--- config.mk ---
export PLATFORM = sky130hd
export DESIGN_NAME = rotary_encoder_accel_counter_unit
export DESIGN_NICKNAME = d
export VERILOG_FILES = /design/src/hdl/rec_pkg.sv /design/src/hdl/rec_step.sv /design/src/hdl/rec_out_buf.sv /design/src/hdl/rotary_encoder_accel_counter_unit.sv
export SDC_FILE = /design/constraint.sdc
export NUM_CORES = 1
export LEC_CHECK = 0
export BUFFER_PORTS_ARGS = -buffer_cell sky130_fd_sc_hd__buf_2
export CORE_MARGIN = 1
export CORE_UTILIZATION = 48
export CTS_CLUSTER_SIZE = 25
export DETAILED_ROUTE_END_ITERATION = 8
export GPL_ROUTABILITY_DRIVEN = 0
export PLACE_DENSITY_LB_ADDON = 0.08
export SLEW_MARGIN = 40
export SYNTH_ARGS = -nofsm -noshare
export SYNTH_HDL_FRONTEND = slang
export SYNTH_SLANG_ARGS = --single-unit
--- constraint.sdc ---
create_clock -name clk -period 9.4 [get_ports clk]
set_input_delay 1.88 -clock clk [delete_from_list [all_inputs] [get_ports clk]]
set_output_delay 1.88 -clock clk [all_outputs]
set_load 0.02 [all_outputs]
--- src/hdl/rec_pkg.sv ---
package rec_pkg;

  // Datapath widths
  localparam int COUNT_WIDTH = 16;
  localparam int TIME_WIDTH  = 32;
  localparam int HOLD_WIDTH  = 10;
  localparam int INC_WIDTH   = 3;

  // Stream payload widths, padded to whole bytes
  localparam int IN_FIELD_BITS   = TIME_WIDTH + 2;
  localparam int IN_TDATA_WIDTH  = ((IN_FIELD_BITS + 7) / 8) * 8;
  localparam int OUT_FIELD_BITS  = COUNT_WIDTH + 2;
  localparam int OUT_TDATA_WIDTH = ((OUT_FIELD_BITS + 7) / 8) * 8;

  // Hold time after reset
  localparam logic [HOLD_WIDTH-1:0] HOLD_RESET = HOLD_WIDTH'(50);

  // Acceleration curve
  localparam logic [TIME_WIDTH-1:0] FAST_GAP_MS = TIME_WIDTH'(12);
  localparam logic [3:0]            ACCEL_BASE  = 4'd14;

  // Count limits
  localparam logic [COUNT_WIDTH-1:0] COUNT_MAX = {1'b0, {(COUNT_WIDTH-1){1'b1}}};
  localparam logic [COUNT_WIDTH-1:0] COUNT_MIN = {1'b1, {(COUNT_WIDTH-1){1'b0}}};

  // Request kind carried in tuser
  typedef enum logic {
    MODE_SAMPLE = 1'b0,
    MODE_REPORT = 1'b1
  } rec_mode_t;

  // Direction codes
  typedef enum logic {
    DIR_LEFT  = 1'b0,
    DIR_RIGHT = 1'b1
  } rec_dir_t;

  // One result item
  typedef struct packed {
    logic                   turn_dir;
    logic                   changed;
    logic [COUNT_WIDTH-1:0] step_count;
  } rec_result_t;

endpackage

--- src/hdl/rec_step.sv ---
module rec_step (
  input  logic                           clk,
  input  logic                           rst_n,
  input  logic                           accept,
  input  rec_pkg::rec_mode_t             mode,
  input  logic [rec_pkg::TIME_WIDTH-1:0] now_ms,
  input  logic                           chan_a,
  input  logic                           chan_b,
  input  logic [rec_pkg::HOLD_WIDTH-1:0] hold_ms,
  output rec_pkg::rec_result_t           result
);
  import rec_pkg::*;

  logic [TIME_WIDTH-1:0]  last_edge_r, last_edge_nxt;
  logic                   last_a_r, last_a_nxt;
  logic                   half_r, half_nxt;
  logic                   dir_r, dir_nxt;
  logic [COUNT_WIDTH-1:0] count_r, count_nxt;
  logic                   changed_r, changed_nxt;

  logic [TIME_WIDTH-1:0]  gap;
  logic [3:0]             accel_diff;
  logic [INC_WIDTH-1:0]   inc;
  logic                   cand;
  logic                   step_dir;
  logic [COUNT_WIDTH:0]   count_ext;
  logic [COUNT_WIDTH:0]   inc_ext;
  logic [COUNT_WIDTH:0]   sum;
  logic [COUNT_WIDTH-1:0] sum_sat;

  // Edge gap and acceleration step
  assign gap        = now_ms - last_edge_r;
  assign accel_diff = ACCEL_BASE - gap[3:0];
  assign inc        = (gap < FAST_GAP_MS) ? accel_diff[3:1] : INC_WIDTH'(1);
  assign cand       = (chan_b != last_a_r);

  // Adopt the candidate direction only once the hold time has passed
  assign step_dir   = (cand != dir_r && gap > TIME_WIDTH'(hold_ms)) ? cand : dir_r;

  // Add or subtract the step on the new direction, then clamp
  assign count_ext = {count_r[COUNT_WIDTH-1], count_r};
  assign inc_ext   = (COUNT_WIDTH+1)'(inc);
  assign sum       = (step_dir == DIR_RIGHT) ? count_ext - inc_ext : count_ext + inc_ext;
  always_comb begin
    if (sum[COUNT_WIDTH] != sum[COUNT_WIDTH-1]) begin
      sum_sat = sum[COUNT_WIDTH] ? COUNT_MIN : COUNT_MAX;
    end else begin
      sum_sat = sum[COUNT_WIDTH-1:0];
    end
  end

  // Next state and result for one request
  always_comb begin
    last_edge_nxt = last_edge_r;
    last_a_nxt    = last_a_r;
    half_nxt      = half_r;
    dir_nxt       = dir_r;
    count_nxt     = count_r;
    changed_nxt   = changed_r;
    result.step_count = count_r;
    result.changed    = changed_r;
    result.turn_dir   = dir_r;
    if (mode == MODE_REPORT) begin
      count_nxt   = '0;
      changed_nxt = 1'b0;
    end else begin
      if (chan_a != last_a_r) begin
        half_nxt = ~half_r;
        dir_nxt  = step_dir;
        if (!half_r) begin
          count_nxt   = sum_sat;
          changed_nxt = 1'b1;
        end
        last_edge_nxt = now_ms;
        last_a_nxt    = chan_a;
      end
      result.step_count = count_nxt;
      result.changed    = changed_nxt;
      result.turn_dir   = dir_nxt;
    end
  end

  // Commit state on an accepted request
  always_ff @(posedge clk) begin
    if (!rst_n) begin
      last_edge_r <= '0;
      last_a_r    <= 1'b0;
      half_r      <= 1'b0;
      dir_r       <= DIR_LEFT;
      count_r     <= '0;
      changed_r   <= 1'b0;
    end else if (accept) begin
      last_edge_r <= last_edge_nxt;
      last_a_r    <= last_a_nxt;
      half_r      <= half_nxt;
      dir_r       <= dir_nxt;
      count_r     <= count_nxt;
      changed_r   <= changed_nxt;
    end
  end

endmodule

--- src/hdl/rec_out_buf.sv ---
module rec_out_buf (
  input  logic                 clk,
  input  logic                 rst_n,
  input  logic                 push,
  input  rec_pkg::rec_result_t push_data,
  output logic                 space,
  output logic                 out_valid,
  input  logic                 out_ready,
  output rec_pkg::rec_result_t out_data
);
  import rec_pkg::*;

  rec_result_t ent_r [2];
  logic        wptr_r, wptr_nxt;
  logic        rptr_r, rptr_nxt;
  logic [1:0]  cnt_r, cnt_nxt;
  logic        pop;

  assign space     = (cnt_r != 2'd2);
  assign out_valid = (cnt_r != 2'd0);
  assign out_data  = ent_r[rptr_r];
  assign pop       = out_valid && out_ready;

  // Advance pointers and occupancy
  always_comb begin
    wptr_nxt = push ? ~wptr_r : wptr_r;
    rptr_nxt = pop ? ~rptr_r : rptr_r;
    cnt_nxt  = cnt_r + {1'b0, push} - {1'b0, pop};
  end

  always_ff @(posedge clk) begin
    if (!rst_n) begin
      wptr_r <= 1'b0;
      rptr_r <= 1'b0;
      cnt_r  <= 2'd0;
    end else begin
      wptr_r <= wptr_nxt;
      rptr_r <= rptr_nxt;
      cnt_r  <= cnt_nxt;
    end
  end

  // Hold result payloads
  always_ff @(posedge clk) begin
    if (push) begin
      ent_r[wptr_r] <= push_data;
    end
  end

endmodule

--- src/hdl/rotary_encoder_accel_counter_unit.sv ---
// Timing: a result is written into the two-entry result queue when its request
// is accepted and is presented from there. Throughput: one request per cycle while
// the queue has space; the step logic and state update finish in the accept cycle,
// and the queue keeps input ready while a result waits downstream.
// Reset (rst_n low, synchronous): count, changed flag, edge state and queue
// clear, direction goes left and the hold time returns to 50 ms.
module rotary_encoder_accel_counter_unit (
  input  logic                                clk,
  input  logic                                rst_n,
  // Configuration: direction hold time in ms
  input  logic                                cfg_wr_en,
  input  logic [rec_pkg::HOLD_WIDTH-1:0]      cfg_wr_data,
  // Input stream
  input  logic                                in_tvalid,
  output logic                                in_tready,
  input  logic [rec_pkg::IN_TDATA_WIDTH-1:0]  in_tdata,  // now_ms, chan_a, chan_b
  input  logic                                in_tuser,  // mode
  // Result stream
  output logic                                out_tvalid,
  input  logic                                out_tready,
  output logic [rec_pkg::OUT_TDATA_WIDTH-1:0] out_tdata  // step_count, changed, turn_dir
);
  import rec_pkg::*;

  logic [HOLD_WIDTH-1:0] hold_r;
  logic                  in_accept;
  rec_mode_t             mode;
  rec_result_t           step_res;
  rec_result_t           out_res;

  // Hold time register
  always_ff @(posedge clk) begin
    if (!rst_n) begin
      hold_r <= HOLD_RESET;
    end else if (cfg_wr_en) begin
      hold_r <= cfg_wr_data;
    end
  end

  assign in_accept = in_tvalid && in_tready;
  assign mode      = rec_mode_t'(in_tuser);

  rec_step u_step (
    .clk     (clk),
    .rst_n   (rst_n),
    .accept  (in_accept),
    .mode    (mode),
    .now_ms  (in_tdata[TIME_WIDTH-1:0]),
    .chan_a  (in_tdata[TIME_WIDTH]),
    .chan_b  (in_tdata[TIME_WIDTH+1]),
    .hold_ms (hold_r),
    .result  (step_res)
  );

  rec_out_buf u_out_buf (
    .clk       (clk),
    .rst_n     (rst_n),
    .push      (in_accept),
    .push_data (step_res),
    .space     (in_tready),
    .out_valid (out_tvalid),
    .out_ready (out_tready),
    .out_data  (out_res)
  );

  // Pack result fields, zero padding on top
  assign out_tdata = OUT_TDATA_WIDTH'(out_res);

endmodule
# Word-level counts from Yosys, hierarchy flattened
# Memories as Yosys holds them, arrays and structs flattened. A register that Yosys moved wholly into a read port is not among the register bits.
# Cells that the tools add are included.
[totals]
ff_bits = 66
input_bits = 56
out_inout_bits = 26
n_memories = 1
elab_cells = 51
ramBits = 36
[op_classes]
n_eq_ne = 5
n_reduce_logical = 6
n_lt_le_gt_ge = 2
bitwise_logic = 4
n_addsub = 6
muxes = 17
[memory_table]
columns = ["name", "depth", "word_bits", "read_ports", "rd_ports_with_merged_regs", "write_ports", "line_no", "source"]
rows = [
  ["u_out_buf.ent_r", 2, 18, 1, 1, 1, "rec_out_buf.sv:13", "rec_result_t ent_r [2];"],
]
[op_table]
columns = ["cell", "count"]
rows = [
  ["$mux W16", 5],
  ["$gt A32 B10 Y1", 1],
  ["$lt A32 B4 Y1 const B", 1],
  ["$sub A32 B32 Y32", 1],
  ["$mux W18", 1],
  ["$add A16 B4 Y17", 1],
  ["$mux W17", 1],
  ["$sub A16 B4 Y17", 1],
  ["$mux W1", 9],
  ["$ne A1 B1 Y1", 4],
  ["$not A1 Y1", 4],
  ["$sub A4 B4 Y4 const A", 1],
  ["$logic_and A1 B1 Y1", 3],
  ["$mux W3", 1],
  ["$reduce_and A3 Y1", 1],
  ["$add A2 B1 Y2", 1],
  ["$ne A2 B2 Y1 const B", 1],
  ["$reduce_and A2 Y1", 1],
  ["$reduce_bool A2 Y1", 1],
  ["$sub A2 B1 Y2", 1],
]

# Depth between registers and ports, before layout
# Gate-level depths: netlist (run 1).
[logic_depth]
depth_word = 10
depth_mapped = 39
depth_no_buf = 39

# Cells and area by module
# Synthesis (run 1) repeated with hierarchy kept, for this count alone.
[unflattened]
cells_unflattened = 953
area_unflattened_um2 = 8005.2
[by_module_without_submodules]
columns = ["mod", "n_inst", "area_per_inst_um2", "cells_each", "seq_area_each_um2"]
rows = [
  ["rec_step", 1, 5992.0, 834, 1041.0],
  ["rec_out_buf", 1, 1587.8, 79, 1181.1],
  ["rotary_encoder_accel_counter_unit", 1, 425.4, 40, 200.2],
]

# Least setup slack after synthesis (run 1)
# Ideal clock, no wire load.
[synth_path]
kind = "input to register"
from = "in in_tdata[12] (netlist bit)"
to = "mem u_out_buf.ent_r[0][12] (netlist bit) (data pin)"
n_path_buf = 2
stages = 35
required_ps = 9243
setup_slack_ps = 238
t_arrival_ps = 9005
setup_time_ps = 157
path_cell_list = "ha_1 buf_6 a21o_1 a221o_2 a21oi_2 nor3_1 a311oi_2 nand3_1 or4_1 nor4_1 and3_1 nand2_1 or2_2 ha_1 ha_1 nor2_1 mux2i_1 ha_1 o21a_1 o21ai_0 a21oi_1 o31ai_1 a21oi_1 a21o_1 a21oi_1 o21bai_1 a21oi_1 xnor2_1 ha_1 o21ai_0 or4_1 nand4_2 buf_6 a21oi_1 a21oi_1"
[synth_lines]
columns = ["item", "line_no", "source"]
rows = [
  ["from (decl)", "rotary_encoder_accel_counter_unit.sv:16", "input logic [rec_pkg::IN_TDATA_WIDTH-1:0] in_tdata,"],
  ["to (decl)", "rec_out_buf.sv:13", ""],
]

==> results.env, run 1 <==
WORST_HOLD_PATH_TYPE='register to register'
POWER.SHARE.SEQUENTIAL_PCT=34.1
CTS-ROOT-TO-SINK-BUFFERS=2
STD_CELL_ROWS=45
DESIGN.DIE.AREA_UM2=16200
DRTANTENNAVIOLNETS=0
FIRST_GLOBAL_VIAS=6357
PATH_COMMON_CELL='sky130_fd_sc_hd__buf_4'
FINAL_NET_COUNT=1172
CP_DATA_ARRIVAL_TIME_NS=9.11
TOTAL_LEAKAGE_POWER_nW=3.70
YOSYS_MOST_USED_DFF='sky130_fd_sc_hd__dfxtp_1'
CORE_REGION_AREA_UM2=15300
WIRELENGTH_UM=17900
START_UTIL_PCT=49.3
POWER.COMBINATIONAL.FRACTION_PCT=43.5
DIE_Y_UM=127
P_INT_mW=1.03
SYNTH_LARGEST_AREA_CELL='sky130_fd_sc_hd__dfxtp_1'
CLK_LATENCY_NS=0.36
CRIT_PATH_MAX_FANOUT=8
DETAILEDROUTE.FIRSTITERATIONVIOLATIONS=346
CLOCKROOTBUFFER='sky130_fd_sc_hd__clkbuf_16'
RESULT_OF_THE_RUN='complete, no violations'
POWER_SWITCHING_mW=0.627
HOLD_VIOL_FINAL=0
POST-PLACE-WS_NS=-0.236
TNS_NS=0
CTS-BUFFERS-INSERTED=9
CRITICALPATHCATEGORY='input pin to register'
FINAL_PERIOD_MINUS_WORST_SETUP_SLACK_NS=8.91
FIRST_PASS_ITERS=5
CTS.HOLD.BUFFERS_ADDED=0
PERIOD_UTILISATION_LAYOUT_PCT=94.8
MAXIMUM_NUMBER_OF_PINS_ON_ONE_NET_BEFORE_GLOBAL_ROUTE_REPAIR=56
DRC=0
SYNTHESIS.INSTANCES=915
SYN_TO_FINAL_GROWTH_PCT=20.5
WORST_SLEW_PIN_SLEW_NS=0.799
SYNTH_CELL_TYPES=65
GLOBAL_ROUTE.USAGE.TOTAL_PCT=22.7
MAX_SLEW_VIOLATION_TOTAL_FROM_THE_FINAL_REPORT=0
SLEW-LIMIT-HEADROOM_PCT=46.5
DP.CELLS=1248
WORST_PATH_DOMINANT_CELL_FAMILY='compound AO/OA/AOI/OAI gates'
MAX-CAP-VIOLATIONS=0
CLK_PIN_SLEW_WORST_PATHS_NS=0.08
SYNTHARSTFLOPSHARE_PCT=0
FINAL.SETUP_SKEW_NS=0.00832
MOST_COMMON_CELL_AFTER_LAYOUT_FILL_AND_TAPS_ASIDE='sky130_fd_sc_hd__nand2_1'
POWER.SWITCHING_FRACTION_PCT=37.8
INITIAL_ANTENNA_VIOLATION_COUNT=0
ANTENNA_CELL_COUNT=0
REPORT.FINAL.SETUP_VIOL=0
FINAL_LAYOUT_SIZE_SUFFIX_GT1_SHARE_PCT=23.4
DIE-WIDTH_UM=127
SYNTH-SEQ-CELLS=103
TIMING.CRITICAL_PATH.FROM_TYPE='input pin'
WORSTPATHBUFFERINVERTERCOUNT=7
VDD_DROP_MAX_V=0.000106
SYNTH.AVG_CELL_AREA_UM2=8.22
CRITICAL_PATH.SLOWEST_CELL='sky130_fd_sc_hd__or4_1'
TIMING.CRITICAL_PATH.TO_TYPE='register'
IO_PINS=82
MAXCLOCKFREQUENCY_MHz=112
DETAILROUTE.VIA_COUNT=6711
TOTAL_GRT_OVERFLOW=0
POST_DETAIL_PLACE_HPWL_UM=13700
SEQ_AREA_FRAC_SYNTH_PCT=32.2
WP_DATA_REQUIRED_NS=9.60
POWER.DENSITY_nW_PER_UM2=183
POST_SYNTHESIS_INSTANCE_AREA_UM2=7520
SYNTH_EDF_COUNT=36
SYNTHDOMINANTCELLAREASHARE_PCT=17.8
YS_WARN_COUNT=0
NON_FILLER_INSTANCE_COUNT_AFTER_LAYOUT=1266
POST_SYNTH_MAIN_AREA_CONTRIBUTORS='sky130_fd_sc_hd__dfxtp_1 (18%), sky130_fd_sc_hd__edfxtp_1 (14%), sky130_fd_sc_hd__ha_1 (11%)'
CPPEAKSTAGEDELAY_NS=0.45
GRT_FIRST_PASS_WIRELENGTH_UM=29400
CLOCK_TREE.HTREE_LEVEL_COUNT=3
PORTBUFFERS=69
CTS.SINKS=103
COMMONEST_CELLS_AFTER_ROUTING_FILL_AND_TAPS_ASIDE='sky130_fd_sc_hd__nand2_1 (124), sky130_fd_sc_hd__buf_4 (94), sky130_fd_sc_hd__a21oi_1 (71)'
CLKPWRFRAC_PCT=22.5
POST_DRT_WL_PER_CELL_UM=14.2
CLOCK_TREE_FROM_TRITONCTS='built'
ROUTED_VIA_DENSITY=5.30
POST-ROUTE-WORST-SETUP-SLACK_NS=0.490
-- routing by layer --
metal | global-route usage, % | share of wire (%)
met5 | 0 | 0
met1 | 27.5 | 46
met2 | 41.4 | 50
met3 | 3.39 | 2.5
met4 | 6.44 | 1.3
-- Yosys cell counts, types with 14 or more instances --
master	count
sky130_fd_sc_hd__dfxtp_1	67
sky130_fd_sc_hd__nor2b_1	16
sky130_fd_sc_hd__ha_1	64
sky130_fd_sc_hd__edfxtp_1	36
sky130_fd_sc_hd__nand3_1	17
sky130_fd_sc_hd__clkbuf_1	31
sky130_fd_sc_hd__inv_1	60
sky130_fd_sc_hd__a21boi_0	34
sky130_fd_sc_hd__o21ai_0	43
sky130_fd_sc_hd__mux2_2	20
sky130_fd_sc_hd__nand2_1	124
sky130_fd_sc_hd__xnor2_1	24
sky130_fd_sc_hd__o21ai_1	14
sky130_fd_sc_hd__nor3_1	18
sky130_fd_sc_hd__a21oi_1	79
sky130_fd_sc_hd__nor2_1	67
-- registers in the layout, summed over array words and instances (netlist names), named ones only --
register	cells
u_out_buf.ent_r	36
u_step.last_edge_r	32
u_step.count_r	16
hold_r	10
u_out_buf.cnt_r	2
u_out_buf.rptr_r	1
u_out_buf.wptr_r	1
u_step.changed_r	1
u_step.dir_r	1
u_step.half_r	1
u_step.last_a_r	1
-- per-stage QoR --
step	hold WS [ns]	power, mW	cell area (um^2)	util [%]
5_1_grt	0.475	1.77	9060	59.4
3_3_place_gp	0.444	1.27	8630	56.5
6_report	0.464	1.66	9060	59.4
2_1_floorplan	0.431	1.05	7540	-
4_1_cts	0.471	1.65	8920	58.4
3_5_place_dp	0.458	1.27	8630	56.5
-- repair_timing --
action / in CTS / in global routing
endpoints found under the setup margin: 0 / 45
buffers inserted: 0 / 2
gates resized for setup: 0 / 27
-- logic make-up (layout without fill, tap and decap cells) --
| group | after synthesis | in the layout | synth area share [%] |
|---|---|---|---|
| other | 1 | 6 | 0.0499 |
| buffers and inverters | 103 | 238 | 5.74 |
| XOR/XNOR | 37 | 37 | 4.31 |
| adder cells (fa/ha/maj) | 66 | 66 | 11.2 |
| AND/OR/NAND/NOR | 316 | 316 | 20.0 |
| AO/OA/AOI/OAI | 257 | 257 | 21.9 |
| flip-flops | 103 | 103 | 32.2 |
| multiplexers | 32 | 32 | 4.59 |
-- layout make-up --
| cell class | instances | area, um^2 |
|---|---|---|
| fillers | 1456 | 6200 |
| multi-input cells | 714 | 4810 |
| flip-flops and latches | 103 | 2420 |
| repair buffers | 162 | 1050 |
| well taps | 211 | 264 |
| clock buffers | 9 | 225 |
| inverters | 60 | 225 |
| clock inverters | 7 | 65.1 |
-- worst min-delay path: cells and delay by family (launching register included) --
family	cells	cell delay, ns
flops	1	0.31
compound gates	1	0.06
simple gates	1	0.05
-- power by group through the flow --
stage          registers (mW)  logic (mW)  clock network (mW)
2_1_floorplan           0.557       0.492                   0
3_3_place_gp            0.573       0.692                   0
3_5_place_dp            0.575       0.698                   0
4_1_cts                 0.565       0.704               0.383
5_1_grt                 0.573       0.798               0.399
6_report                0.565       0.721               0.373
-- worst paths after layout --
kind	start	end	slack, ns	cells past startpoint
max	in_tdata[0]	u_out_buf.ent_r[1][12]	0.49	38
min	u_step.last_edge_r[13]	u_step.last_edge_r[13]	0.46	2
max reg2reg	u_step.last_edge_r[21]	u_out_buf.ent_r[1][12]	1.81	35
min reg2reg	u_step.last_edge_r[13]	u_step.last_edge_r[13]	0.46	2
No activity file was read; power rests on OpenSTA's default activity.
==> inputs of run 2 (changes only) <==
ABC_CLOCK_PERIOD_IN_PS = 9400   (was unset)
CORE_MARGIN = 2   (was 1)
==> run 2 against run 1 <==
Compared with the run above: sequential cell count stayed put; register-to-register slack worse by 0.08 ns; highest routed layer unchanged; cell area is 0.30% lower; core utilization down 0.18 points; routed wire length is 0.47% lower.
==> results.env, run 2 (synthesis results as in run 1) <==
P_INT_mW=1.06
CLK_LATENCY_NS=0.35
DIE-WIDTH_UM=129
FINAL_NET_COUNT=1169
PATH_DEPTH=38
WORST_R2R_PATH_DEPTH=35
COMMONEST_CELLS_AFTER_ROUTING_FILL_AND_TAPS_ASIDE='sky130_fd_sc_hd__nand2_1 (124), sky130_fd_sc_hd__buf_4 (90), sky130_fd_sc_hd__a21oi_1 (74)'
POWER_SWITCHING_mW=0.615
FIRST_PASS_ITERS=6
POST-PLACE-WS_NS=-0.144
CLKPWRFRAC_PCT=23.7
CLOCKROOTBUFFER='sky130_fd_sc_hd__clkbuf_16'
POST-ROUTE-WORST-SETUP-SLACK_NS=0.427
HOLD_VIOL_FINAL=0
WORST-R2R-SETUP-SLACK_NS=1.73
RESULT_OF_THE_RUN='complete, no violations'
POWER.SHARE.SEQUENTIAL_PCT=33.7
CLOCK_TREE.HTREE_LEVEL_COUNT=3
VDD_DROP_MAX_V=0.0000845
SLEW-LIMIT-HEADROOM_PCT=48.5
FINAL_LAYOUT_SIZE_SUFFIX_GT1_SHARE_PCT=22.5
LARGESTREGISTERS='u_out_buf.ent_r: 36 flops, u_step.last_edge_r: 32 flops, u_step.count_r: 16 flops'
WIRELENGTH_UM=17800
PORTBUFFERS=69
CRIT_PATH_MAX_FANOUT=5
CTS-ROOT-TO-SINK-BUFFERS=2
DETAILROUTE.VIA_COUNT=6666
REG2REG_TO='u_out_buf.ent_r[0][8]'
DRC=0
CP_DATA_ARRIVAL_TIME_NS=9.15
MAXIMUM_NUMBER_OF_PINS_ON_ONE_NET_BEFORE_GLOBAL_ROUTE_REPAIR=56
FLIP_FLOP_COUNT_OF_THE_LARGEST_REGISTER_AFTER_LAYOUT=36
CLOCK_TREE_FROM_TRITONCTS='built'
FINAL.SETUP_SKEW_NS=0.00869
WORST_HOLD_STAGES=2
DETAILEDROUTE.FIRSTITERATIONVIOLATIONS=375
TIMING_ENDPOINT_OF_THE_CRITICAL_PATH='u_out_buf.ent_r[0][8]'
INITIAL_ANTENNA_VIOLATION_COUNT=0
POST_DRT_WL_PER_CELL_UM=14.1
TOTAL_GRT_OVERFLOW=0
DRTANTENNAVIOLNETS=0
ROUTED_VIA_DENSITY=5.28
LARGEST-REGISTER='u_out_buf.ent_r'
CPPEAKSTAGEDELAY_NS=0.46
CTS.HOLD.BUFFERS_ADDED=0
START_UTIL_PCT=49.3
SYN_TO_FINAL_GROWTH_PCT=20.1
POWER.DENSITY_nW_PER_UM2=186
WORST_HOLD_PATH_TYPE='register to register'
WORST_PATH_DOMINANT_CELL_FAMILY='compound AO/OA/AOI/OAI gates'
POWER.SWITCHING_FRACTION_PCT=36.6
TNS_NS=0
POST_DETAIL_PLACE_HPWL_UM=13800
CLK_PIN_SLEW_WORST_PATHS_NS=0.07
CRITICALPATHCATEGORY='input pin to register'
FIN_WORST_HOLD_SLACK_NS=0.462
MAX-CAP-VIOLATIONS=0
WP_DATA_REQUIRED_NS=9.58
MAXCLOCKFREQUENCY_MHz=111
GRT_FIRST_PASS_WIRELENGTH_UM=29600
IO_PINS=82
WORSTPATHBUFFERINVERTERCOUNT=7
STD_CELL_ROWS=45
SETUP.WORST_PATH.START='in_tdata[0]'
CRITICAL_PATH.SLOWEST_CELL='sky130_fd_sc_hd__or4_1'
TIMING.CRITICAL_PATH.FROM_TYPE='input pin'
WORST_SLEW_PIN_SLEW_NS=0.770
ANTENNA_CELL_COUNT=0
TOTAL_LEAKAGE_POWER_nW=3.70
FINAL_PERIOD_MINUS_WORST_SETUP_SLACK_NS=8.97
MOST_COMMON_CELL_AFTER_LAYOUT_FILL_AND_TAPS_ASIDE='sky130_fd_sc_hd__nand2_1'
CRIT-REG2REG-LAUNCH='u_step.last_edge_r[19]'
FIRST_GLOBAL_VIAS=6198
CTS-BUFFERS-INSERTED=9
CORE_REGION_AREA_UM2=15300
REPORT.FINAL.SETUP_VIOL=0
GLOBAL_ROUTE.USAGE.TOTAL_PCT=22.0
DIE_Y_UM=129
DESIGN.DIE.AREA_UM2=16700
CTS.SINKS=103
POWER.COMBINATIONAL.FRACTION_PCT=42.6
P_TOTAL_mW=1.68
MAX_SLEW_VIOLATION_TOTAL_FROM_THE_FINAL_REPORT=0
PERIOD_UTILISATION_LAYOUT_PCT=95.5
TIMING.CRITICAL_PATH.TO_TYPE='register'
## run 2: changes by cell type in the layout (fill, tap and decap cells not counted), sizes merged
| cell | previous run | this run |
|---|---|---|
| buf | 162 | 159 |
| bufinv | 0 | 1 |
| clkbuf | 9 | 10 |
| clkinv | 2 | 4 |
| clkinvlp | 2 | 0 |
| inv | 63 | 61 |
## run 2: area by class of cell
type / count / area, um^2
fillers: 1445 / 6230
clock inverters: 6 / 80.1
repair buffers: 159 / 1040
flip-flops and latches: 103 / 2420
multi-input cells: 714 / 4760
well taps: 211 / 264
inverters: 60 / 225
clock buffers: 10 / 239
## run 2: power groups by stage
stage	Sequential [mW]	Clock [mW]	Combinational, mW
3_5_place_dp	0.576	0	0.703
6_report	0.565	0.398	0.716
2_1_floorplan	0.557	0	0.492
3_3_place_gp	0.574	0	0.698
4_1_cts	0.566	0.409	0.708
5_1_grt	0.574	0.426	0.796
## run 2: worst min-delay path by stage
stage                                      start                     end  slack, ns
after floorplan                 u_step.changed_r        u_step.changed_r       0.43
after global placement          u_step.changed_r        u_step.changed_r       0.44
after detailed placement        u_step.changed_r        u_step.changed_r       0.45
after CTS                       u_step.changed_r        u_step.changed_r       0.47
after global routing      u_step.last_edge_r[15]  u_step.last_edge_r[15]       0.48
final                     u_step.last_edge_r[17]  u_step.last_edge_r[17]       0.46
## run 2: through the flow
step / cells / area [um^2] / utilization, %
after floorplan: 920 / 7540 / -
after global placement: 1245 / 8620 / 56.5
after detailed placement: 1245 / 8620 / 56.5
after CTS: 1261 / 8940 / 58.6
after global routing: 1263 / 9030 / 59.2
final: 1263 / 9030 / 59.2
## run 2: routing by layer
metal	wire length (um)	GRT usage [%]	vias up	part of all wire, %
met2	8930	39.3	106	50
met1	8280	28.0	3039	46
met3	481	3.34	7	2.7
met5	0	0	-	0
met4	144	4.99	0	0.81
li1	-	-	3514	-
## run 2: tightest hold or removal path, delay by kind of cell (launching register included)
kind            cells  cell delay [ns]
compound gates      1             0.06
flops               1             0.31
simple gates        1             0.04
## run 2: repair_timing
action | 4_1_cts | 5_1_grt
setup endpoints to repair | 0 | 45
buffers inserted | 0 | 2
gates resized for setup | 0 | 19
==> inputs of run 3 (changes only) <==
ABC_AREA = 1   (was unset)
==> run 3 against run 2 <==
Compared with the run above: sequential power is 4.6% higher; clock-buffer cell count rose by 1; core utilization is 4.7 points lower; synthesized cell count up 36%; cell area increased by 0.82%.
==> results.env, run 3 <==
SYNTHARSTFLOPSHARE_PCT=0
DIE_Y_UM=135
FINAL_NET_COUNT=1425
POST_SYNTH_MAIN_AREA_CONTRIBUTORS='sky130_fd_sc_hd__dfxtp_1 (16%), sky130_fd_sc_hd__nand2_1 (14%), sky130_fd_sc_hd__edfxtp_1 (13%)'
HOLD_VIOL_FINAL=0
FIN_WORST_HOLD_SLACK_NS=0.457
SYNTH_CELL_TYPES=44
POST_DETAIL_PLACE_HPWL_UM=15500
START_UTIL_PCT=49.5
RESULT_OF_THE_RUN='complete, no violations'
POST_SYNTHESIS_INSTANCE_AREA_UM2=8260
TNS_NS=0
MOST_COMMON_CELL_AFTER_LAYOUT_FILL_AND_TAPS_ASIDE='sky130_fd_sc_hd__nand2_1'
WORST_SLEW_PIN_SLEW_NS=0.711
DRC=0
WORST_HOLD_PATH_TYPE='register to register'
STD_CELL_ROWS=47
CLOCK_TREE_FROM_TRITONCTS='built'
SETUP_REPAIR_AFTER_GLOBAL_ROUTING_MISSED_ITS_MARGIN='false'
DETAILEDROUTE.FIRSTITERATIONVIOLATIONS=327
MAXIMUM_NUMBER_OF_PINS_ON_ONE_NET_BEFORE_GLOBAL_ROUTE_REPAIR=63
FIRST_GLOBAL_VIAS=7200
YOSYS_MOST_USED_DFF='sky130_fd_sc_hd__dfxtp_1'
TOTAL_LEAKAGE_POWER_nW=4.64
CLOCKROOTBUFFER='sky130_fd_sc_hd__clkbuf_16'
TIMING.CRITICAL_PATH.TO_TYPE='register'
POST_CTS.RESIZED_INSTANCES=0
DRTANTENNAVIOLNETS=0
GLOBAL_ROUTE.USAGE.TOTAL_PCT=22.5
WP_DATA_REQUIRED_NS=9.47
SEQ_AREA_FRAC_SYNTH_PCT=29.3
CRIT_PATH_MAX_FANOUT=7
CLK_PIN_SLEW_WORST_PATHS_NS=0.07
CORE_REGION_AREA_UM2=16700
GRT_FIRST_PASS_WIRELENGTH_UM=33100
SYNTH.AVG_CELL_AREA_UM2=6.65
P_TOTAL_mW=1.94
LARGESTREGISTERS='u_out_buf.ent_r: 36 flops, u_step.last_edge_r: 32 flops, u_step.count_r: 16 flops'
SYNTHESIS.INSTANCES=1243
DIE-WIDTH_UM=135
CLOCK_TREE.HTREE_LEVEL_COUNT=3
WIRELENGTH_UM=19600
CRITICAL_PATH.SLOWEST_CELL='sky130_fd_sc_hd__fa_1'
POST_DRT_WL_PER_CELL_UM=12.8
VDD_DROP_MAX_V=0.000108
SYN_TO_FINAL_GROWTH_PCT=10.2
CTS-ROOT-TO-SINK-BUFFERS=2
SYNTH_MOST_COMMON_CELL='sky130_fd_sc_hd__nand2_1'
TIMING.CRITICAL_PATH.FROM_TYPE='input pin'
MAX_SLEW_VIOLATION_TOTAL_FROM_THE_FINAL_REPORT=0
YS_WARN_COUNT=0
ROUTED_VIA_DENSITY=4.98
POWER.DENSITY_nW_PER_UM2=213
ANTENNA_CELL_COUNT=0
FIRST_PASS_ITERS=5
FINAL_AREA_UM2=9100
CTS.SINKS=103
DESIGN.DIE.AREA_UM2=18300
CP_DATA_ARRIVAL_TIME_NS=8.25
MAXCLOCKFREQUENCY_MHz=122
PORTBUFFERS=69
TOTAL_GRT_OVERFLOW=0
SYNTH_EDF_COUNT=36
SYNTHDOMINANTCELLAREASHARE_PCT=16.2
CTS.HOLD.BUFFERS_ADDED=0
DETAILROUTE.VIA_COUNT=7612
IO_PINS=82
CRITICALPATHCATEGORY='input pin to register'
SLEW-LIMIT-HEADROOM_PCT=52.3
REPORT.FINAL.SETUP_VIOL=0
CLK_LATENCY_NS=0.35
PATH_COMMON_CELL='sky130_fd_sc_hd__nand2_1'
INITIAL_ANTENNA_VIOLATION_COUNT=0
FINAL_PERIOD_MINUS_WORST_SETUP_SLACK_NS=8.18
PERIOD_UTILISATION_LAYOUT_PCT=87.1
MAX-CAP-VIOLATIONS=0
SYNTH_LARGEST_AREA_CELL='sky130_fd_sc_hd__dfxtp_1'
FINAL_LAYOUT_SIZE_SUFFIX_GT1_SHARE_PCT=13.8
CPPEAKSTAGEDELAY_NS=0.48
COMMONEST_CELLS_AFTER_ROUTING_FILL_AND_TAPS_ASIDE='sky130_fd_sc_hd__nand2_1 (314), sky130_fd_sc_hd__inv_1 (232), sky130_fd_sc_hd__a21oi_1 (107)'
DETAILED_PLACE.AREA_UM2=8800
CTS_SETUP_BUFFERS=0
LARGEST-REGISTER='u_out_buf.ent_r'
FLIP_FLOP_COUNT_OF_THE_LARGEST_REGISTER_AFTER_LAYOUT=36
NETLIST_TOP_CELLS_COUNT='sky130_fd_sc_hd__nand2_1 (314), sky130_fd_sc_hd__inv_1 (234), sky130_fd_sc_hd__a21oi_1 (107), sky130_fd_sc_hd__o21ai_0 (89), sky130_fd_sc_hd__nor2_1 (88)'
CTS-BUFFERS-INSERTED=9
SYNTH-SEQ-CELLS=103
FINAL.SETUP_SKEW_NS=0.00569
-- run 3: changes by cell type after synthesis, moves of 13 or more --
cell                       before  now
sky130_fd_sc_hd__nand2_1      124  314
sky130_fd_sc_hd__nand3_2        0   15
sky130_fd_sc_hd__xnor2_1       24   10
sky130_fd_sc_hd__nor2b_1       16    0
sky130_fd_sc_hd__nor3_1        18    3
sky130_fd_sc_hd__nand3_1       17   53
sky130_fd_sc_hd__a21oi_1       79  107
sky130_fd_sc_hd__o21ai_0       43   89
sky130_fd_sc_hd__nor2_1        67   88
sky130_fd_sc_hd__nand2_2        1   24
sky130_fd_sc_hd__inv_1         60  234
sky130_fd_sc_hd__a21boi_0      34    1
sky130_fd_sc_hd__a21o_1        13    0
-- run 3: per-stage QoR --
step / util [%] / worst slack, ns / instances
final: 54.5 / 1.22 / 1528
after detailed placement: 52.7 / 0.850 / 1512
after global placement: 52.7 / 0.876 / 1512
after global routing: 54.5 / 0.423 / 1528
after CTS: 54.5 / 1.20 / 1528
after floorplan: - / 1.99 / 1248
-- run 3: report_power, final --
group	internal, mW	switching (mW)	leakage [nW]
clock network	0.216	0.170	0.147
registers	0.554	0.0376	0.895
logic	0.343	0.616	3.60
total	1.11	0.824	4.64
-- run 3: path summary, 6_finish.rpt --
path	startpoint	endpoint	slack [ns]	depth (start not counted)
hold reg to reg	u_step.last_edge_r[13]	u_step.last_edge_r[13]	0.46	2
hold / removal	u_step.last_edge_r[13]	u_step.last_edge_r[13]	0.46	2
setup reg to reg	u_step.last_edge_r[0]	u_out_buf.ent_r[1][1]	2.59	39
setup / recovery	in_tdata[0]	u_out_buf.ent_r[1][1]	1.22	41
-- run 3: critical path, delay by kind of cell --
| family | cells | cell delay (ns) |
|---|---|---|
| compound gates | 10 | 1.59 |
| xor+xnor | 1 | 0.26 |
| fa+ha+maj | 5 | 1.88 |
| buf+inv | 7 | 0.73 |
| simple gates | 18 | 1.91 |
-- run 3: cell type report --
cell class | instances | area, um^2
Inverter | 242 | 908
Clock buffer | 11 | 243
Clock inverter | 5 | 63.8
Multi-Input combinational cell | 871 | 4790
Fill cell | 1762 | 7600
Sequential cell | 103 | 2420
Timing Repair Buffer | 76 | 398
Tap cell | 220 | 275
-- run 3: layer usage --
metal  vias up  share of wire (%)  GRT usage [%]
li1       4067                  -              -
met1      3396                 44           27.0
met2       122                 50           41.7
met3        27                3.1           3.40
met4         0                2.1           6.31
met5         -                  0              0
-- run 3: kinds of logic after synthesis --
logic type / Yosys count / synth area share [%]
AOI/OAI and AO/OA: 229 / 14.8
xor gates and xnor gates: 21 / 2.23
adders and majority gates: 66 / 10.2
buffers and inverters: 274 / 12.9
DFF: 103 / 29.3
muxes: 18 / 2.45
other: 1 / 0.0454
and+or+nand+nor: 531 / 28.1
